### src/chne_pkg.sv
// shared types and constants for the channel histogram entropy block
package chne_pkg;

  localparam int unsigned BIN_N = 256;
  localparam int unsigned BIN_W = 8;
  localparam int unsigned CNT_W = 25;
  localparam int unsigned LOG_FRAC = 20;
  localparam int unsigned LOG_W = 25;
  localparam int unsigned ACC_W = 51;
  localparam int unsigned DVD_W = 52;
  localparam int unsigned Q_DEPTH = 4;
  localparam int unsigned Q_AW = 2;

  localparam logic [CNT_W-1:0] MAX_PIXELS = 25'd16777216;
  localparam logic [31:0] LN2_Q32 = 32'd2977044472;
  localparam logic [18:0] ENTROPY_MAX = 19'd393215;

  localparam logic [1:0] SEL_BLUE = 2'd0;
  localparam logic [1:0] SEL_GREEN = 2'd1;

  typedef struct packed {
    logic [7:0] blue;
    logic [7:0] green;
    logic [7:0] red;
    logic       last_pixel;
  } in_word_t;

  typedef struct packed {
    logic [18:0] entropy;
    logic [24:0] pixel_total;
  } out_word_t;

  typedef struct packed {
    logic [BIN_W-1:0] bin;
    logic             last;
  } q_word_t;

  typedef struct packed {
    logic clearing;
    logic idle;
  } back_stat_t;

  typedef enum logic [3:0] {
    B_CLR, B_IDLE, B_UPD, B_SRD, B_SCHK, B_SLOG, B_SACC,
    B_NLOG, B_NWAIT, B_NMUL, B_DIV, B_EMUL, B_OUT
  } back_st_t;

endpackage

### src/chne_queue.sv
// short queue of classified pixel words between front and back
module chne_queue (
  input  logic             clk,
  input  logic             rst_n,
  input  logic             push,
  input  chne_pkg::q_word_t push_word,
  input  logic             pop,
  output chne_pkg::q_word_t pop_word,
  output logic             empty,
  output logic             full
);
  import chne_pkg::*;

  q_word_t         slot_r [Q_DEPTH];
  logic [Q_AW-1:0] wp_r, wp_nxt, rp_r, rp_nxt;
  logic [Q_AW:0]   cnt_r, cnt_nxt;
  logic            do_push, do_pop;

  assign empty = (cnt_r == '0);
  assign full = (cnt_r == (Q_AW+1)'(Q_DEPTH));
  assign do_push = push && !full;
  assign do_pop = pop && !empty;
  assign pop_word = slot_r[rp_r];

  always_comb begin
    wp_nxt = do_push ? wp_r + 1'b1 : wp_r;
    rp_nxt = do_pop ? rp_r + 1'b1 : rp_r;
    cnt_nxt = cnt_r + (Q_AW+1)'(do_push) - (Q_AW+1)'(do_pop);
  end

  always_ff @(posedge clk) begin
    if (!rst_n) begin
      wp_r <= '0;
      rp_r <= '0;
      cnt_r <= '0;
    end else begin
      wp_r <= wp_nxt;
      rp_r <= rp_nxt;
      cnt_r <= cnt_nxt;
    end
  end

  always_ff @(posedge clk) begin
    if (do_push) begin
      slot_r[wp_r] <= push_word;
    end
  end

endmodule

### config.mk
export PLATFORM = sky130hd
export DESIGN_NAME = chne_queue
export DESIGN_NICKNAME = d
export VERILOG_FILES = /design/src/chne_pkg.sv /design/src/chne_queue.sv
export SDC_FILE = /design/constraint.sdc
export NUM_CORES = 1
export LEC_CHECK = 0
export BUFFER_PORTS_ARGS = -buffer_cell sky130_fd_sc_hd__buf_2
export CORE_ASPECT_RATIO = 0.7
export CORE_MARGIN = 5
export CORE_UTILIZATION = 25
export CTS_BUF_LIST = sky130_fd_sc_hd__clkbuf_16
export CTS_CLUSTER_DIAMETER = 100
export DETAILED_ROUTE_END_ITERATION = 12
export GPL_ROUTABILITY_DRIVEN = 0
export MAX_ROUTING_LAYER = met4
export PLACE_DENSITY = 0.48
export SLEW_MARGIN = 10
export SYNTH_ARGS = -nofsm -noshare
export SYNTH_HDL_FRONTEND = slang
export SYNTH_SLANG_ARGS = --single-unit
### constraint.sdc
create_clock -name clk -period 2.1 [get_ports clk]
set_input_delay 0.105 -clock clk [delete_from_list [all_inputs] [get_ports clk]]
set_output_delay 0.105 -clock clk [all_outputs]
set_load 0.1 [all_outputs]
==> results of run 1 <==
[Yosys cell counts (all sizes together)]
cell type and instances:
edfxtp 36, dfxtp 9, mux4 9, and2 7
ha 6, inv 6, nand2 6, o21ai 3
buf 2, clkbuf 2, mux2i 2, nor2b 2
xnor2 2, a21boi 1, fa 1, nand4bb 1
nor3 1, nor3b 1, or3 1
[flip-flops by register name, summed over array words and instances (netlist names), named ones only]
| signal | count |
|---|---|
| slot_r | 36 |
| cnt_r | 3 |
| rp_r | 2 |
| wp_r | 2 |
[critical path, cell delays in order (launching register included)]
cell and delay (ns):
dfxtp_2 0.35, nor3b_4 0.16, nor2b_2 0.14, inv_2 0.04
ha_1 0.27, inv_1 0.04, ha_2 0.16, fa_2 0.35
xnor2_2 0.14, xnor2_1 0.12, and2_1 0.15
[worst max path at each step]
stage | from | endpoint | slack (ns) | depth (start not counted)
2_1_floorplan | cnt_r[2] | cnt_r[2] | -0.60 | 11
3_3_place_gp | cnt_r[2] | cnt_r[2] | 0.10 | 9
3_5_place_dp | cnt_r[1] | cnt_r[2] | 0.06 | 10
4_1_cts | cnt_r[1] | cnt_r[2] | 0.04 | 10
5_1_grt | cnt_r[0] | cnt_r[2] | -0.05 | 9
6_report | cnt_r[2] | cnt_r[2] | 0.08 | 10
[logic make-up (layout without fill, tap and decap cells)]
family | count (synthesis) | in the layout
DFF | 45 | 45
muxes | 11 | 11
xor gates and xnor gates | 2 | 2
buffers and inverters | 10 | 40
and+or+nand+nor | 19 | 19
adders and majority gates | 7 | 7
AOI/OAI and AO/OA | 4 | 4
[area by class of cell]
type                    count  area, sq um
fillers                   659         4660
flip-flops and latches     45         1260
multi-input cells          43          507
repair buffers             26          138
clock buffers               5          125
well taps                  94          118
inverters                   6         22.5
clock inverters             3         18.8
[power groups by stage]
stage / clock [mW] / sequential, mW / combinational [mW]
after global routing: 0.818 / 1.18 / 1.34
after global placement: 0 / 1.18 / 1.22
after CTS: 0.763 / 1.17 / 1.24
after detailed placement: 0 / 1.19 / 1.24
final: 0.738 / 1.17 / 1.26
after floorplan: 0 / 1.16 / 1.07
[what timing repair did]
item / CTS / global route
resized for setup: 0 / 4
buffers inserted: 0 / 1
endpoints found under the hold margin: 0 / 0
setup endpoints to repair: 0 / 1
[layer usage]
metal / track usage [%] / up-vias
li1: - / 421
met1: 7.88 / 434
met2: 11.8 / 14
met3: 3.13 / 4
met4: 3.28 / 0
met5: - / -
==> qor.tcl, run 1 <==
set qor(yosys_register_bits) 45
set qor(detailroute.wirelength.met2_um) 1550
set qor(power_mw) 3.17
set qor(instances_no_fill) 222
set qor(vdd_ir_drop_max_v) 0.000411
set qor(finish.net_count) 147
set qor(hold_class) {input port to register}
set qor(status) {finished clean}
set qor(design.core.area_sq_um) 6850
set qor(adder_and_majority_cell_fraction_of_the_synthesized_area_pct) 5.32
set qor(remaining_drc_errors) 0
set qor(detail_route.wl_per_cell_um) 13.5
set qor(port_buffers) 23
set qor(power.sequential.fraction_pct) 36.9
set qor(boundaryPins) 24
set qor(clock_insertion_delay_worst_skew_ns) 0.28
set qor(critical_path_class) {register to register}
set qor(p_comb_share_pct) 39.8
set qor(netlist_top_cells_area) {edfxtp_1, mux4_2, dfxtp_1, ha_1, and2_1}
set qor(initial_core_util_pct) 26.1
set qor(vias) 873
set qor(grt_first_pass_wirelength_um) 4510
set qor(max_freq_mhz) 494
set qor(finalWorstSetupSlack_ns) 0.0751
set qor(hold-path-cell-count) 1
set qor(clkTransAtPathRegs_ns) 0.06
set qor(synth-simple-area-share_pct) 6.65
set qor(first_drt_pass_iteration_count) 4
set qor(final_design_area_no_fill_sq_um) 2190
set qor(place.detailed.hpwl_um) 2090
set qor(cellPowerDensity_nw_per_um2) 1440
set qor(first_global_vias) 858
set qor(detail_route.wirelength.met1_um) 1260
set qor(place_inst) 213
set qor(dpl_worst_slack_ns) 0.0566
set qor(drt_iter0_markers) 28
set qor(worstSetupStartpointType) {register}
set qor(antenna_violating_nets_post_route) 0
set qor(synth_compound_area_share_pct) 1.26
set qor(tightest_slew_ns) 0.514
set qor(drt_wl_total_um) 3000
set qor(via_per_inst) 3.93
set qor(grt_antenna_before_repair) 0
set qor(fin_worst_skew_ns) 0.00526
set qor(post_synth_mux_area_share_pct) 12.5
set qor(clk_path_buf_depth) 2
set qor(power.net_switching_mw) 1.30
set qor(die_y_um) 80.7
set qor(final_cell_mix) {edfxtp_1, buf_2, mux4_2, and2_1}
set qor(hold_end) {slot_r[2][2]}
set qor(yosysWarningCount) 0
set qor(finalHoldWorstSlack_ns) 0.0372
set qor(reg_to_reg_setup_timing_slack_ns) 0.08
set qor(yosys.area.top_type) {edfxtp_1}
set qor(finalWorstPathRequiredPeriod_ns) 2.02
set qor(cts_made_buffers) 5
set qor(globalRoute.totalOverflow) 0
set qor(cellInternalPower_mw) 1.87
set qor(yosys.area_share.xor_xnor_pct) 0.980
set qor(netlist.area_leader.share_pct) 60.5
set qor(power.clock.fraction_pct) 23.3
set qor(post_synth.cell_area_avg_sq_um) 18.2
set qor(synth-seq-area-share_pct) 70.6
set qor(tritoncts_clock_tree) {done}
set qor(slew-limit-headroom_pct) 65.8
set qor(syn-instance-count) 98
set qor(timing.final.max_slew_violations) 0
set qor(tns_ns) 0
set qor(grt_usage_pct) 7.26
set qor(crit_path_max_fanout) 3
set qor(cts-htree-levels) 2
set qor(detailed_place.area_sq_um) 2030
set qor(end_kind) {register}
set qor(clockRootBuffer) {clkbuf_16}
set qor(period_share_pct) 96.4
set qor(synth_cell_types) 20
set qor(worst_ep_arrival_time_ns) 2.20
set qor(regToRegStartpoint) {cnt_r[2]}
set qor(unrepaired_setup_endpoints_after_global_routing) {true}
set qor(hold_viol) 0
set qor(placement_rows) 25
set qor(die_area_sq_um) 8960
set qor(number_of_cells_on_the_worst_reg_to_reg_path) 10
set qor(max_cap_viols) 0
set qor(synth_area_sq_um) 1790
set qor(critical_path_required_ns) 2.27
set qor(setup_viol_count_final) 0
set qor(layout-drive-gt1-share_pct) 41.4
set qor(cellLeakagePower_nw) 0.770
set qor(dr_wl_met3_um) 127
set qor(syn-num-nets) 118
set qor(swShare_pct) 41.0
set qor(syn_to_final_growth_pct) 22.8
set qor(critical_path.reg2reg.endpoint) {cnt_r[2]}
set qor(grt_max_degree) 15
set qor(cts_hold_repair.buffers) 0
set qor(die_x_um) 111
set qor(largest_family_of_logic_cells_by_synthesized_area) {multiplexers}
set qor(hp-start) {push_word[2]}
set qor(fin_util_pct) 32.0
set qor(tritoncts_num_sinks) 45
set qor(antennaDiodeCount) 0
set qor(routed.top_layer) {met4}
set qor(layout.cells.most_common) {edfxtp_1}
No activity file was read; power rests on OpenSTA's default activity.
==> run 2: changes to the inputs <==
--- a/config.mk
+++ b/config.mk
@@ -5,6 +5,7 @@
 export SDC_FILE = /design/constraint.sdc
 export NUM_CORES = 1
 export LEC_CHECK = 0
+export ABC_AREA = 1
 export BUFFER_PORTS_ARGS = -buffer_cell sky130_fd_sc_hd__buf_2
 export CORE_ASPECT_RATIO = 0.7
 export CORE_MARGIN = 5
@@ -14,7 +15,7 @@
 export DETAILED_ROUTE_END_ITERATION = 12
 export GPL_ROUTABILITY_DRIVEN = 0
 export MAX_ROUTING_LAYER = met4
-export PLACE_DENSITY = 0.48
+export PLACE_DENSITY = 0.47
 export SLEW_MARGIN = 10
 export SYNTH_ARGS = -nofsm -noshare
 export SYNTH_HDL_FRONTEND = slang
==> qor.tcl, run 2 <==
set qor(worstSetupStartpointType) {register}
set qor(yosys.area_share.xor_xnor_pct) 0
set qor(place.detailed.hpwl_um) 2410
set qor(largest_family_of_logic_cells_by_synthesized_area) {compound AO/OA/AOI/OAI gates}
set qor(postCtsResizedCells) 0
set qor(netlist_top_cells_area) {edfxtp_1, dfxtp_1, o22ai_2, o21ai_0, ha_1}
set qor(largest_register_ff_count) 36
set qor(largestRegisters) {slot_r x36, cnt_r x3}
set qor(cellInternalPower_mw) 1.89
set qor(syn_to_final_growth_pct) 20.5
set qor(die_area_sq_um) 9700
set qor(reg_to_reg_setup_timing_slack_ns) 0.27
set qor(most_numerous_cell_in_the_yosys_netlist) {edfxtp_1}
set qor(final_cell_mix) {edfxtp_1, buf_2, nor2_1, inv_1, o21ai_0}
set qor(clock_insertion_delay_worst_skew_ns) 0.28
set qor(hold_viol) 0
set qor(unrepaired_setup_endpoints_after_global_routing) {false}
set qor(final.fill_count) 788
set qor(layout.cells.most_common) {edfxtp_1}
set qor(cellPowerDensity_nw_per_um2) 1490
set qor(period_share_pct) 86.9
set qor(boundaryPins) 24
set qor(cpMaxStageDelayCell) {fa_1}
set qor(vias) 1133
set qor(cp_cell_sequence) {nor2_4, nand2_4, clkinvlp_4, nor2_1, ha_1, inv_1, ha_2, fa_1, a21oi_1, nor2_1}
set qor(placement_rows) 27
set qor(power.sequential.fraction_pct) 33.7
set qor(synth-simple-area-share_pct) 12.1
set qor(grt_antenna_before_repair) 0
set qor(tritoncts_num_sinks) 45
set qor(vdd_ir_drop_max_v) 0.000526
set qor(grt_first_pass_wirelength_um) 5930
set qor(cts_made_buffers) 5
set qor(grt_usage_pct) 8.29
set qor(crit_path_frequent_cell) {nor2_1}
set qor(first_global_vias) 1125
set qor(yosysWarningCount) 0
set qor(tns_ns) 0
set qor(tritoncts_clock_tree) {done}
set qor(tightest_slew_ns) 0.493
set qor(yosys.area.top_type) {edfxtp_1}
set qor(post_synth_mux_area_share_pct) 0
set qor(antenna_violating_nets_post_route) 0
set qor(syn-instance-count) 154
set qor(die_x_um) 116
set qor(power.clock.fraction_pct) 20.9
set qor(worst_ep_arrival_time_ns) 2.00
set qor(layout-drive-gt1-share_pct) 36.9
set qor(remaining_drc_errors) 0
set qor(p_comb_share_pct) 45.4
set qor(grt_max_degree) 20
set qor(async_reset_ff_share_pct) 0
set qor(die_y_um) 83.9
set qor(drt_iter0_markers) 45
set qor(adder_and_majority_cell_fraction_of_the_synthesized_area_pct) 4.87
set qor(cellLeakagePower_nw) 0.906
set qor(finish.net_count) 206
set qor(synth_area_sq_um) 1950
set qor(setup_viol_count_final) 0
set qor(netlist.area_leader.share_pct) 55.4
set qor(detail_route.wl_per_cell_um) 12.4
set qor(swShare_pct) 46.0
set qor(post_synth.cell_area_avg_sq_um) 12.7
set qor(cp_slowest_stage_delay_ns) 0.38
set qor(fin_worst_skew_ns) 0.00263
set qor(syn-num-nets) 174
set qor(globalRoute.totalOverflow) 0
set qor(yosys_register_bits) 45
set qor(clockRootBuffer) {clkbuf_16}
set qor(design.core.area_sq_um) 7740
set qor(clkTransAtPathRegs_ns) 0.06
set qor(hold_class) {input port to register}
set qor(post-cts-setup-buffers) 0
set qor(power.net_switching_mw) 1.61
set qor(finalWorstPathRequiredPeriod_ns) 1.83
set qor(fin_util_pct) 30.4
set qor(max_freq_mhz) 548
set qor(registers.top_by_ff_count) {slot_r}
set qor(end_kind) {register}
set qor(crit_path_max_fanout) 5
set qor(synth_compound_area_share_pct) 12.2
set qor(ys.flop_type) {edfxtp_1}
set qor(critical_path_required_ns) 2.27
set qor(critical_path_class) {register to register}
set qor(synth.top_cells.by_count) {edfxtp_1, nor2_1, inv_1}
set qor(initial_core_util_pct) 25.2
set qor(slew-limit-headroom_pct) 67.4
set qor(synth_cell_types) 21
set qor(first_drt_pass_iteration_count) 4
set qor(cts-htree-levels) 2
set qor(drt_wl_total_um) 3560
set qor(timing.final.max_slew_violations) 0
set qor(cts_hold_repair.buffers) 0
set qor(via_per_inst) 3.93
set qor(synth-seq-area-share_pct) 64.6
set qor(clk_path_buf_depth) 2
set qor(status) {finished clean}
set qor(antennaDiodeCount) 0
set qor(max_cap_viols) 0
set qor(port_buffers) 23
set qor(synth_enable_flop_cells) 36
[run 2: final timing paths]
check                    start      endpoint  depth (start not counted)
setup / recovery      cnt_r[0]      cnt_r[2]                         10
hold / removal    push_word[5]  slot_r[1][5]                          1
setup reg to reg      cnt_r[0]      cnt_r[2]                         10
hold reg to reg        rp_r[0]      register                          2
[run 2: logic make-up after synthesis]
logic type	after synthesis
simple gates	48
flops	45
compound gates	32
buf+inv	22
fa+ha+maj	7
[run 2: metal layers]
metal  wire length (um)  GRT usage, %
met1               1820          11.2
met5                  0             -
met2               1510          11.3
met3                192          2.90
met4                 40          3.16
[run 2: final cells by class]
type / instances / area (sq um) / share of cell area (%)
well taps: 101 / 126 / 5.37
inverters: 19 / 82.6 / 3.51
clock inverters: 3 / 13.8 / 0.585
flip-flops and latches: 45 / 1260 / 53.8
multi-input cells: 87 / 572 / 24.3
repair buffers: 28 / 168 / 7.13
clock buffers: 5 / 125 / 5.32
[run 2: worst max-delay path, delay by kind of cell (launching register included)]
family | cells | cell delay [ns]
simple gates | 4 | 0.35
compound gates | 1 | 0.13
flops | 1 | 0.34
fa+ha+maj | 3 | 0.80
buf+inv | 2 | 0.11
[run 2: stage by stage]
step                      instances  setup WS [ns]  total power, mW  hold slack [ns]  area [sq um]
after floorplan                 154        -0.0675             2.55            0.203          1960
after global placement          280          0.306             2.81            0.333          2210
after detailed placement        280          0.291             2.81            0.319          2210
after CTS                       288          0.260             3.55           0.0270          2350
after global routing            288          0.180             3.71           0.0357          2350
final                           288          0.275             3.50           0.0394          2350
[run 2: power by group through the flow]
stage | Combinational [mW] | Sequential (mW) | Clock, mW
CTS | 1.61 | 1.18 | 0.755
global route | 1.71 | 1.19 | 0.807
global placement | 1.61 | 1.20 | 0
detailed placement | 1.61 | 1.20 | 0
finish | 1.59 | 1.18 | 0.732
floorplan | 1.37 | 1.18 | 0
