===== config.mk =====
export PLATFORM = sky130hd
export DESIGN_NAME = chne_front
export DESIGN_NICKNAME = d
export VERILOG_FILES = /design/src/chne_pkg.sv /design/src/chne_front.sv
export SDC_FILE = /design/constraint.sdc
export NUM_CORES = 1
export LEC_CHECK = 0
export BUFFER_PORTS_ARGS = -buffer_cell sky130_fd_sc_hd__buf_2
export CAP_MARGIN = 20
export CORE_AREA = 10 10 47 49
export DETAILED_ROUTE_END_ITERATION = 8
export DIE_AREA = 0 0 57 59
export GPL_TIMING_DRIVEN = 0
export HOLD_SLACK_MARGIN = 0.1
export SLEW_MARGIN = 20
export SYNTH_ARGS = -nofsm -noshare
export SYNTH_HDL_FRONTEND = slang
export SYNTH_SLANG_ARGS = --single-unit

===== constraint.sdc =====
create_clock -name clk -period 0.9 [get_ports clk]
set_input_delay 0.045 -clock clk [delete_from_list [all_inputs] [get_ports clk]]
set_output_delay 0.045 -clock clk [all_outputs]
set_load 0.01 [all_outputs]

===== src/chne_pkg.sv =====
// shared types and constants for the channel histogram entropy block
package chne_pkg;

  localparam int unsigned BIN_N = 256;
  localparam int unsigned BIN_W = 8;
  localparam int unsigned CNT_W = 25;
  localparam int unsigned LOG_FRAC = 20;
  localparam int unsigned LOG_W = 25;
  localparam int unsigned ACC_W = 51;
  localparam int unsigned DVD_W = 52;
  localparam int unsigned Q_DEPTH = 4;
  localparam int unsigned Q_AW = 2;

  localparam logic [CNT_W-1:0] MAX_PIXELS = 25'd16777216;
  localparam logic [31:0] LN2_Q32 = 32'd2977044472;
  localparam logic [18:0] ENTROPY_MAX = 19'd393215;

  localparam logic [1:0] SEL_BLUE = 2'd0;
  localparam logic [1:0] SEL_GREEN = 2'd1;

  typedef struct packed {
    logic [7:0] blue;
    logic [7:0] green;
    logic [7:0] red;
    logic       last_pixel;
  } in_word_t;

  typedef struct packed {
    logic [18:0] entropy;
    logic [24:0] pixel_total;
  } out_word_t;

  typedef struct packed {
    logic [BIN_W-1:0] bin;
    logic             last;
  } q_word_t;

  typedef struct packed {
    logic clearing;
    logic idle;
  } back_stat_t;

  typedef enum logic [3:0] {
    B_CLR, B_IDLE, B_UPD, B_SRD, B_SCHK, B_SLOG, B_SACC,
    B_NLOG, B_NWAIT, B_NMUL, B_DIV, B_EMUL, B_OUT
  } back_st_t;

endpackage


===== src/chne_front.sv =====
// input side: channel select register and byte classification
module chne_front (
  input  logic              clk,
  input  logic              rst_n,
  input  logic              start,
  output logic              busy,
  input  chne_pkg::in_word_t in_word,
  input  logic              cfg_valid,
  output logic              cfg_ready,
  input  logic [1:0]        cfg_data,
  input  logic              q_full,
  input  chne_pkg::back_stat_t stat,
  output logic              push,
  output chne_pkg::q_word_t push_word
);
  import chne_pkg::*;

  logic [1:0] sel_r, sel_nxt;

  assign cfg_ready = 1'b1;
  assign busy = q_full || stat.clearing;
  assign push = start && !busy;
  assign sel_nxt = (cfg_valid && cfg_ready) ? cfg_data : sel_r;

  always_comb begin
    push_word.last = in_word.last_pixel;
    priority case (sel_r)
      SEL_BLUE:  push_word.bin = in_word.blue;
      SEL_GREEN: push_word.bin = in_word.green;
      default:   push_word.bin = in_word.red;
    endcase
  end

  always_ff @(posedge clk) begin
    if (!rst_n) begin
      sel_r <= '0;
    end else begin
      sel_r <= sel_nxt;
    end
  end

endmodule


==> flow_metrics.py, run 1 <==
metrics = {
    "place": {
        "pre_cts_ws_ps": -80.2,
        "io_buffers": 42,
        "place_hpwl_um": 1080,
        "placed_cell_area_sq_um": 508,
        "place.gp.congestion": 0.617,
    },
    "worst_setup_path": {
        "path_cells": "buf_6, mux2i_2, o21ai_2, buf_2",
        "worst_ep_arrival_time_ps": 1110,
        "cp_max_fo": 5,
        "cpMaxStageDelayCell": "dfxtp_2",
        "crit_buf_inv": 2,
        "cp-end-kind": "output pin",
        "max_stage_delay_ps": 320,
        "cp.required_ps": 850,
        "start_kind": "flop",
        "path_delay_family": "flip-flops",
        "crit_type": "flop to output pin",
    },
    "yosys": {
        "avgSynthCellArea_sq_um": 7.31,
        "yosysWarnings": 0,
        "netlist_area_sq_um": 278,
        "synth.area.top_cells": "mux2i_1 36%, dfxtp_1 14%, o21ai_1 13%, nand2_1 11%, buf_4 8.1%",
        "yosysTopAreaCell": "mux2i_1",
        "yosysSeqAreaShare": 0.144,
        "synth_cell_types": 12,
        "syn-num-nets": 72,
        "synth_top_area_frac": 0.360,
        "synthCells": 38,
        "synth-seq-cells": 2,
    },
    "cts": {
        "root_buffer": "clkbuf_4",
        "ctsLongestPathBuffers": 2,
        "cts_made_buffers": 3,
        "post_cts.repair.setup_buffers": 0,
        "cts_tree": "yes",
        "htree_levels": 1,
        "clock-sinks": 2,
        "clock_latency_ps": 220,
        "clkSlewWorstSetupHoldPaths_ps": 30,
    },
    "floorplan": {
        "rows": 14,
        "core_sq_um": 1400,
        "die_h_um": 59,
        "ios": 46,
        "initial_core_util": 0.198,
        "die_x_um": 57,
        "die-area_sq_um": 3360,
    },
    "pwr": {
        "power_w": 0.000548,
        "ir_drop_v": 0.000580,
        "intPower_w": 0.000385,
        "p_clk_frac": 0.351,
        "leakagePower_nw": 0.308,
        "swShare": 0.297,
        "p_per_area_nw_per_um2": 954,
        "p_seq_frac": 0.187,
        "p_sw_w": 0.000162,
        "power_frac_comb": 0.462,
    },
    "layout": {
        "design_area_sq_um": 574,
        "reg_top3": "sel_r (2)",
        "final_util": 0.410,
        "antennaDiodeCount": 0,
        "largest_reg_flops": 2,
        "final_nets": 122,
        "areaGrowthSynthToFinish_pct": 107,
        "regMostFlops": "sel_r",
        "drive_gt1_frac": 0.651,
    },
    "global_route": {
        "globalRouteOverflowTotal": 0,
        "grt_pass1_vias": 521,
        "grt_start_max_net_pins": 11,
        "grt_first_pass_wirelength_um": 2150,
        "grt.total_usage": 0.0773,
        "grt_antenna_before_repair": 0,
    },
    "route": {
        "drtIter0Drc": 4,
        "vias_per_cell": 4.29,
        "drc": 0,
        "vias": 438,
        "drt-total-wl_um": 1290,
        "firstDrtPassIters": 3,
        "wl_per_cell_um": 12.6,
        "ant_nets": 0,
    },
    "timing": {
        "finalClockSkew_ps": 0,
        "fmax_ghz": 0.866,
        "slew_violations": 0,
        "setup_tns_ps": -1800,
        "rsz0062_at_grt": "true",
        "worst_slack_ps": -255,
        "timing.final.hold_violations": 0,
        "fin_crit_sh": 1.28,
        "setup_viol": 8,
        "min_period_ps": 1160,
    },
    "run_status": {
        "violations": "negative setup slack",
        "status": "finished, violations left",
    },
    "flow_run": {
        "max_cap_viol_count": 0,
    },
    "hold_path": {
        "hold_path.class": "input pin to flop",
    },
}
==> logic make-up after synthesis <==
family | Yosys count | synth area share
buffers and inverters | 5 | 0.135
other | 1 | 0.0135
muxes | 10 | 0.360
DFF | 2 | 0.144
AOI/OAI and AO/OA | 8 | 0.158
and+or+nand+nor | 12 | 0.189
==> placed cells by master, fill, tap and decap left out <==
cell type / Yosys / layout
dfxtp_2: 0 / 1
clkbuf_4: 0 / 3
nor2_1: 1 / 1
buf_4: 3 / 3
buf_2: 0 / 42
o21ai_1: 7 / 7
inv_1: 1 / 1
nor2b_1: 2 / 2
nand2_1: 8 / 8
buf_6: 1 / 2
or2_2: 1 / 1
conb_1: 1 / 1
mux2i_2: 0 / 2
o21ai_2: 1 / 1
dlygate4sd3_1: 0 / 2
dfxtp_4: 0 / 1
mux2i_1: 10 / 8
==> final cells by class <==
class / count / area (sq um)
clock buffers: 3 / 22.5
inverters: 1 / 3.75
flip-flops and latches: 2 / 45.0
fillers: 152 / 827
plain buffers: 4 / 37.5
well taps: 16 / 20.0
multi-input cells: 31 / 208
repair buffers: 45 / 238
==> power by group through the flow <==
stage	registers (W)	logic (W)	clock network (W)
3_5_place_dp	0.000103	0.000238	0
5_1_grt	0.000104	0.000283	0.000208
4_1_cts	0.000104	0.000251	0.000208
2_1_floorplan	0.000101	0.000118	0
3_3_place_gp	0.000103	0.000233	0
6_report	0.000102	0.000253	0.000192
==> worst min-delay path, delay by kind of cell <==
family                 cells  cell delay (ps)
and+or+nand+nor            1              110
muxes                      1               60
buffers and inverters      1               70
==> layer usage <==
metal	vias up	share of wire	global-route usage
met5	-	0	0
met4	0	0.0031	0.0403
met1	182	0.42	0.0829
met3	2	0.15	0.0451
li1	222	-	-
met2	32	0.42	0.118
==> per-stage QoR <==
stage               hold slack (ps)  cells
floorplan                       173     38
global placement                270     96
detailed placement              278     96
CTS                             107    102
global route                    126    102
finish                          103    102
==> final timing paths <==
| check | from | endpoint | slack [ps] | cells past startpoint |
|---|---|---|---|---|
| setup / recovery | sel_r[0]$_SDFFE_PN0P_ | push_word[5] | -260 | 4 |
| hold / removal | cfg_data[0] | sel_r[0]$_SDFFE_PN0P_ | 100 | 3 |
| setup reg to reg | sel_r[0]$_SDFFE_PN0P_ | sel_r[0]$_SDFFE_PN0P_ | 130 | 3 |
| hold reg to reg | sel_r[1]$_SDFFE_PN0P_ | sel_r[1]$_SDFFE_PN0P_ | 580 | 2 |
==> repair_timing <==
item                                    in CTS  in global routing
endpoints found under the setup margin       8                  8
gates cloned                                 1                  0
gates resized for setup                      4                  3
pin swaps                                    0                  1
hold buffers                                 2                  0
hold endpoints to repair                     2                  0
==> cells in the mapped netlist, drive strengths merged <==
| cell type | instances |
|---|---|
| mux2i | 10 |
| or2 | 1 |
| o21ai | 8 |
| inv | 1 |
| dfxtp | 2 |
| nand2 | 8 |
| buf | 4 |
| nor2b | 2 |
| nor2 | 1 |
| conb | 1 |
(Power assumes the default switching activity.)
==> run 2: changes to the inputs <==
--- a/config.mk
+++ b/config.mk
@@ -10,6 +10,7 @@
 export CORE_AREA = 10 10 47 49
 export DETAILED_ROUTE_END_ITERATION = 8
 export DIE_AREA = 0 0 57 59
+export GPL_ROUTABILITY_DRIVEN = 0
 export GPL_TIMING_DRIVEN = 0
 export HOLD_SLACK_MARGIN = 0.1
 export SLEW_MARGIN = 20
==> constraint.sdc (replaced) <==
create_clock -name clk -period 0.9 [get_ports clk]
set_input_delay 0.09 -clock clk [delete_from_list [all_inputs] [get_ports clk]]
set_output_delay 0.09 -clock clk [all_outputs]
set_load 0.01 [all_outputs]
==> run 2 against run 1 <==
Net effect: the flow still finishes with violations (negative setup slack); via count is 0.91% lower; combinational power hardly changed; total power is 0.61% lower; sequential share of layout area is 0.14 points higher; clock power hardly changed; die area stayed put; critical path type unchanged; critical endpoint unchanged; highest routed layer unchanged.
==> flow_metrics.py, run 2 (synthesis gave the netlist of run 1 again) <==
metrics = {
    "cts": {
        "clock_latency_ps": 220,
        "cts_tree": "yes",
        "htree_levels": 1,
        "post_cts.repair.setup_buffers": 0,
        "clkSlewWorstSetupHoldPaths_ps": 30,
        "clock-sinks": 2,
        "ctsLongestPathBuffers": 2,
        "root_buffer": "clkbuf_4",
        "cts_made_buffers": 3,
    },
    "place": {
        "place_hpwl_um": 1080,
        "io_buffers": 42,
        "placed_cell_area_sq_um": 508,
        "pre_cts_ws_ps": -125,
    },
    "global_route": {
        "grt.total_usage": 0.0755,
        "globalRouteOverflowTotal": 0,
        "grt_first_pass_wirelength_um": 2100,
        "grt_start_max_net_pins": 11,
        "grt_pass1_vias": 516,
        "grt_antenna_before_repair": 0,
    },
    "layout": {
        "layout_commonest_cell": "buf_2",
        "final_nets": 121,
        "drive_gt1_frac": 0.659,
        "regMostFlops": "sel_r",
        "areaGrowthSynthToFinish_pct": 103,
        "largest_reg_flops": 2,
        "antennaDiodeCount": 0,
        "reg_top3": "sel_r (2)",
        "layout_common_cells": "42 x buf_2, 8 x mux2i_1, 8 x nand2_1",
        "design_area_sq_um": 564,
    },
    "hold_path": {
        "worstHoldStart": "cfg_data[1]",
        "worst_hold_path.endpoint": "sel_r[1]$_SDFFE_PN0P_",
        "hold_path.class": "input pin to flop",
        "holdPathStages": 3,
    },
    "floorplan": {
        "die_h_um": 59,
        "ios": 46,
        "die-area_sq_um": 3360,
        "rows": 14,
        "die_x_um": 57,
        "initial_core_util": 0.198,
        "core_sq_um": 1400,
    },
    "route": {
        "route.met3.wl_um": 189,
        "wl_met1_um": 552,
        "vias_per_cell": 4.30,
        "wl_per_cell_um": 12.6,
        "drt-total-wl_um": 1270,
        "ant_nets": 0,
        "drc": 0,
        "dr_wl_met2_um": 526,
        "top_layer": "met4",
        "vias": 434,
        "drtIter0Drc": 4,
        "firstDrtPassIters": 3,
    },
    "pwr": {
        "power_w": 0.000544,
        "ir_drop_v": 0.000580,
        "leakagePower_nw": 0.304,
        "p_per_area_nw_per_um2": 965,
    },
    "worst_setup_path": {
        "cp_max_fo": 5,
        "cp-end-kind": "output pin",
        "r2r_slack_ps": 130,
        "r2r-start": "sel_r[0]$_SDFFE_PN0P_",
        "cp.required_ps": 810,
        "r2r_end": "sel_r[0]$_SDFFE_PN0P_",
        "ff2ff_path_depth": 3,
        "start_kind": "flop",
        "worst_ep_arrival_time_ps": 1110,
        "crit_type": "flop to output pin",
    },
    "timing": {
        "fin_crit_sh": 1.33,
        "finalClockSkew_ps": 0,
        "slew_violations": 0,
        "setup_tns_ps": -2160,
        "worst_slack_ps": -300,
        "rsz0062_at_grt": "true",
        "setup_viol": 8,
        "timing.final.hold_violations": 0,
        "min_period_ps": 1200,
        "hold_slack_ps": 133,
        "fmax_ghz": 0.833,
    },
    "run_status": {
        "violations": "negative setup slack",
        "status": "finished, violations left",
    },
    "flow_run": {
        "max_cap_viol_count": 0,
    },
}
==> run 2: changes by cell type in the layout (fill, tap and decap cells not counted) <==
cell           previous run  this run
dlygate4sd3_1             2         1
==> run 2: worst max-delay path by stage <==
stage	startpoint	end	slack (ps)	cells after the start
6_report	sel_r[0]$_SDFFE_PN0P_	push_word[5]	-300	4
3_5_place_dp	sel_r[0]$_SDFFE_PN0P_	push_word[5]	-130	4
2_1_floorplan	sel_r[0]$_SDFFE_PN0P_	push_word[1]	50	3
4_1_cts	sel_r[0]$_SDFFE_PN0P_	push_word[5]	-310	4
3_3_place_gp	sel_r[1]$_SDFFE_PN0P_	push_word[5]	-120	4
5_1_grt	sel_r[0]$_SDFFE_PN0P_	push_word[2]	-350	4
==> run 2: final cells by class <==
type                    instances  area, sq um
fillers                       154          837
flip-flops and latches          2         45.0
multi-input cells              31          208
plain buffers                   4         37.5
clock buffers                   3         22.5
repair buffers                 44          228
well taps                      16         20.0
inverters                       1         3.75
==> run 2: critical path, stage by stage (launching register included) <==
cell,delay (ps)
dfxtp_2,320
buf_6,130
mux2i_2,230
o21ai_2,60
buf_2,130
==> run 2: power by group <==
part           internal, W  switching (W)  leakage (nW)
logic             0.000141       0.000108         0.273
registers        0.0000944     0.00000808        0.0175
clock network     0.000147      0.0000455        0.0138
total             0.000382       0.000162         0.304
==> run 2: timing repair <==
action	CTS	global route
hold buffers	1	0
endpoints found under the setup margin	8	8
endpoints found under the hold margin	1	0
cloned	1	0
pin swaps	0	1
resized for setup	4	3
==> run 2: routing by layer <==
metal | vias up | global-route usage
met5 | - | 0
met4 | 0 | 0.0403
met3 | 2 | 0.0429
met2 | 32 | 0.112
met1 | 180 | 0.0841
li1 | 220 | -
==> run 2: stage by stage <==
stage	cells	util
after CTS	101	0.396
after global placement	96	0.363
after detailed placement	96	0.363
after floorplan	38	-
after global routing	101	0.403
final	101	0.403
==> run 3: changes to the inputs <==
--- a/config.mk
+++ b/config.mk
@@ -8,10 +8,10 @@
 export BUFFER_PORTS_ARGS = -buffer_cell sky130_fd_sc_hd__buf_2
 export CAP_MARGIN = 20
 export CORE_AREA = 10 10 47 49
+export CTS_CLUSTER_DIAMETER = 40
 export DETAILED_ROUTE_END_ITERATION = 8
 export DIE_AREA = 0 0 57 59
 export GPL_ROUTABILITY_DRIVEN = 0
-export GPL_TIMING_DRIVEN = 0
 export HOLD_SLACK_MARGIN = 0.1
 export SLEW_MARGIN = 20
 export SYNTH_ARGS = -nofsm -noshare
==> run 3 against run 2 <==
Net effect: the run still ends with negative setup slack left; via count is 2.1% lower; wire length is 5.9% lower; largest power group unchanged; critical endpoint is now push_word[8]; sequential share of layout area down 0.20 points; sequential power hardly changed.
==> flow_metrics.py, run 3 (synthesis gave the netlist of run 1 again) <==
metrics = {
    "pwr": {
        "intPower_w": 0.000385,
        "power_w": 0.000559,
        "p_seq_frac": 0.177,
        "p_clk_frac": 0.376,
        "p_sw_w": 0.000174,
        "p_per_area_nw_per_um2": 994,
        "swShare": 0.312,
        "power_frac_comb": 0.447,
        "ir_drop_v": 0.000647,
        "leakagePower_nw": 0.299,
    },
    "route": {
        "wl_per_cell_um": 12.1,
        "firstDrtPassIters": 4,
        "drtIter0Drc": 2,
        "vias_per_cell": 4.29,
        "drt-total-wl_um": 1200,
        "ant_nets": 0,
        "vias": 425,
        "drc": 0,
    },
    "floorplan": {
        "die-area_sq_um": 3360,
        "core_sq_um": 1400,
        "rows": 14,
        "die_x_um": 57,
        "die_h_um": 59,
        "initial_core_util": 0.198,
        "ios": 46,
    },
    "global_route": {
        "grt_antenna_before_repair": 0,
        "grt_start_max_net_pins": 18,
        "grt_pass1_vias": 472,
        "grt_first_pass_wirelength_um": 1970,
        "globalRouteOverflowTotal": 0,
        "grt.total_usage": 0.0733,
    },
    "cts": {
        "cts_tree": "yes",
        "root_buffer": "clkbuf_4",
        "ctsLongestPathBuffers": 2,
        "clock_latency_ps": 230,
        "htree_levels": 1,
        "clkSlewWorstSetupHoldPaths_ps": 30,
        "clock-sinks": 2,
        "cts_made_buffers": 3,
    },
    "timing": {
        "finalClockSkew_ps": 0,
        "worst_slack_ps": -284,
        "timing.final.hold_violations": 0,
        "min_period_ps": 1180,
        "rsz0062_at_grt": "true",
        "hold_slack_ps": 119,
        "fmax_ghz": 0.845,
        "setup_viol": 8,
        "fin_crit_sh": 1.32,
        "slew_violations": 0,
    },
    "hold_path": {
        "hold_path.class": "input pin to flop",
    },
    "layout": {
        "design_area_sq_um": 563,
        "final_nets": 119,
        "layout_commonest_cell": "buf_2",
        "reg_top3": "sel_r (2)",
        "final_cells": 99,
        "regMostFlops": "sel_r",
        "largest_reg_flops": 2,
        "antennaDiodeCount": 0,
        "drive_gt1_frac": 0.627,
        "areaGrowthSynthToFinish_pct": 103,
        "layout_common_cells": "41 x buf_2, 9 x mux2i_1, 8 x nand2_1",
        "final_util": 0.402,
    },
    "worst_setup_path": {
        "path_delay_family": "flip-flops",
        "crit_buf_inv": 2,
        "cp_max_fo": 3,
        "cp-end-kind": "output pin",
        "start_kind": "flop",
        "max_stage_delay_ps": 350,
        "crit_type": "flop to output pin",
        "path_cells": "buf_6, mux2i_2, o21ai_1, buf_2",
        "cpMaxStageDelayCell": "dfxtp_4",
        "worst_ep_arrival_time_ps": 1090,
        "cp.required_ps": 810,
    },
    "run_status": {
        "violations": "negative setup slack",
        "status": "finished, violations left",
    },
    "place": {
        "placed_cell_area_sq_um": 512,
        "io_buffers": 41,
        "dp_cells": 95,
    },
    "flow_run": {
        "max_cap_viol_count": 0,
    },
}
-- run 3: power groups by stage --
stage          registers (W)  logic, W  clock network [W]
2_1_floorplan       0.000101  0.000118                  0
3_3_place_gp       0.0000998  0.000237                  0
3_5_place_dp        0.000100  0.000241                  0
4_1_cts             0.000100  0.000247           0.000227
5_1_grt            0.0000997  0.000279           0.000237
6_report           0.0000992  0.000250           0.000210
-- run 3: repair_timing --
item,CTS,global route
endpoints found under the hold margin,2,0
pin swaps,0,1
buffers inserted,0,0
resized for setup,2,4
hold buffers,1,0
setup endpoints to repair,8,8
-- run 3: layout make-up --
type | count | area, sq um
flip-flops and latches | 2 | 43.8
well taps | 16 | 20.0
inverters | 1 | 3.75
repair buffers | 46 | 269
multi-input cells | 31 | 204
clock buffers | 3 | 22.5
fillers | 154 | 838
-- run 3: metrics by stage --
stage | setup slack, ps | TNS, ps
CTS | -303 | -2300
floorplan | 51.2 | 0
global placement | -70.5 | -407
detailed placement | -89.0 | -539
finish | -284 | -2180
global route | -360 | -2720
-- run 3: worst register-to-register path, delay by kind of cell (launching register included) --
kind	cells	cell delay, ps
buf+inv	1	150
mux	1	120
flops	1	310
simple gates	1	60
-- run 3: path summary, 6_finish.rpt --
path | slack, ps | cells after the start | from | to
min reg2reg | 650 | 3 | sel_r[0]$_SDFFE_PN0P_ | sel_r[0]$_SDFFE_PN0P_
max reg2reg | 150 | 3 | sel_r[1]$_SDFFE_PN0P_ | sel_r[1]$_SDFFE_PN0P_
max | -280 | 4 | sel_r[0]$_SDFFE_PN0P_ | push_word[8]
min | 120 | 3 | cfg_data[1] | sel_r[1]$_SDFFE_PN0P_
-- run 3: layer usage --
metal | global-route usage | routed length (um) | share of wire
met5 | 0 | 0 | 0
met4 | 0.0503 | 26 | 0.022
met3 | 0.0536 | 220 | 0.18
met2 | 0.105 | 465 | 0.39
met1 | 0.0732 | 486 | 0.41
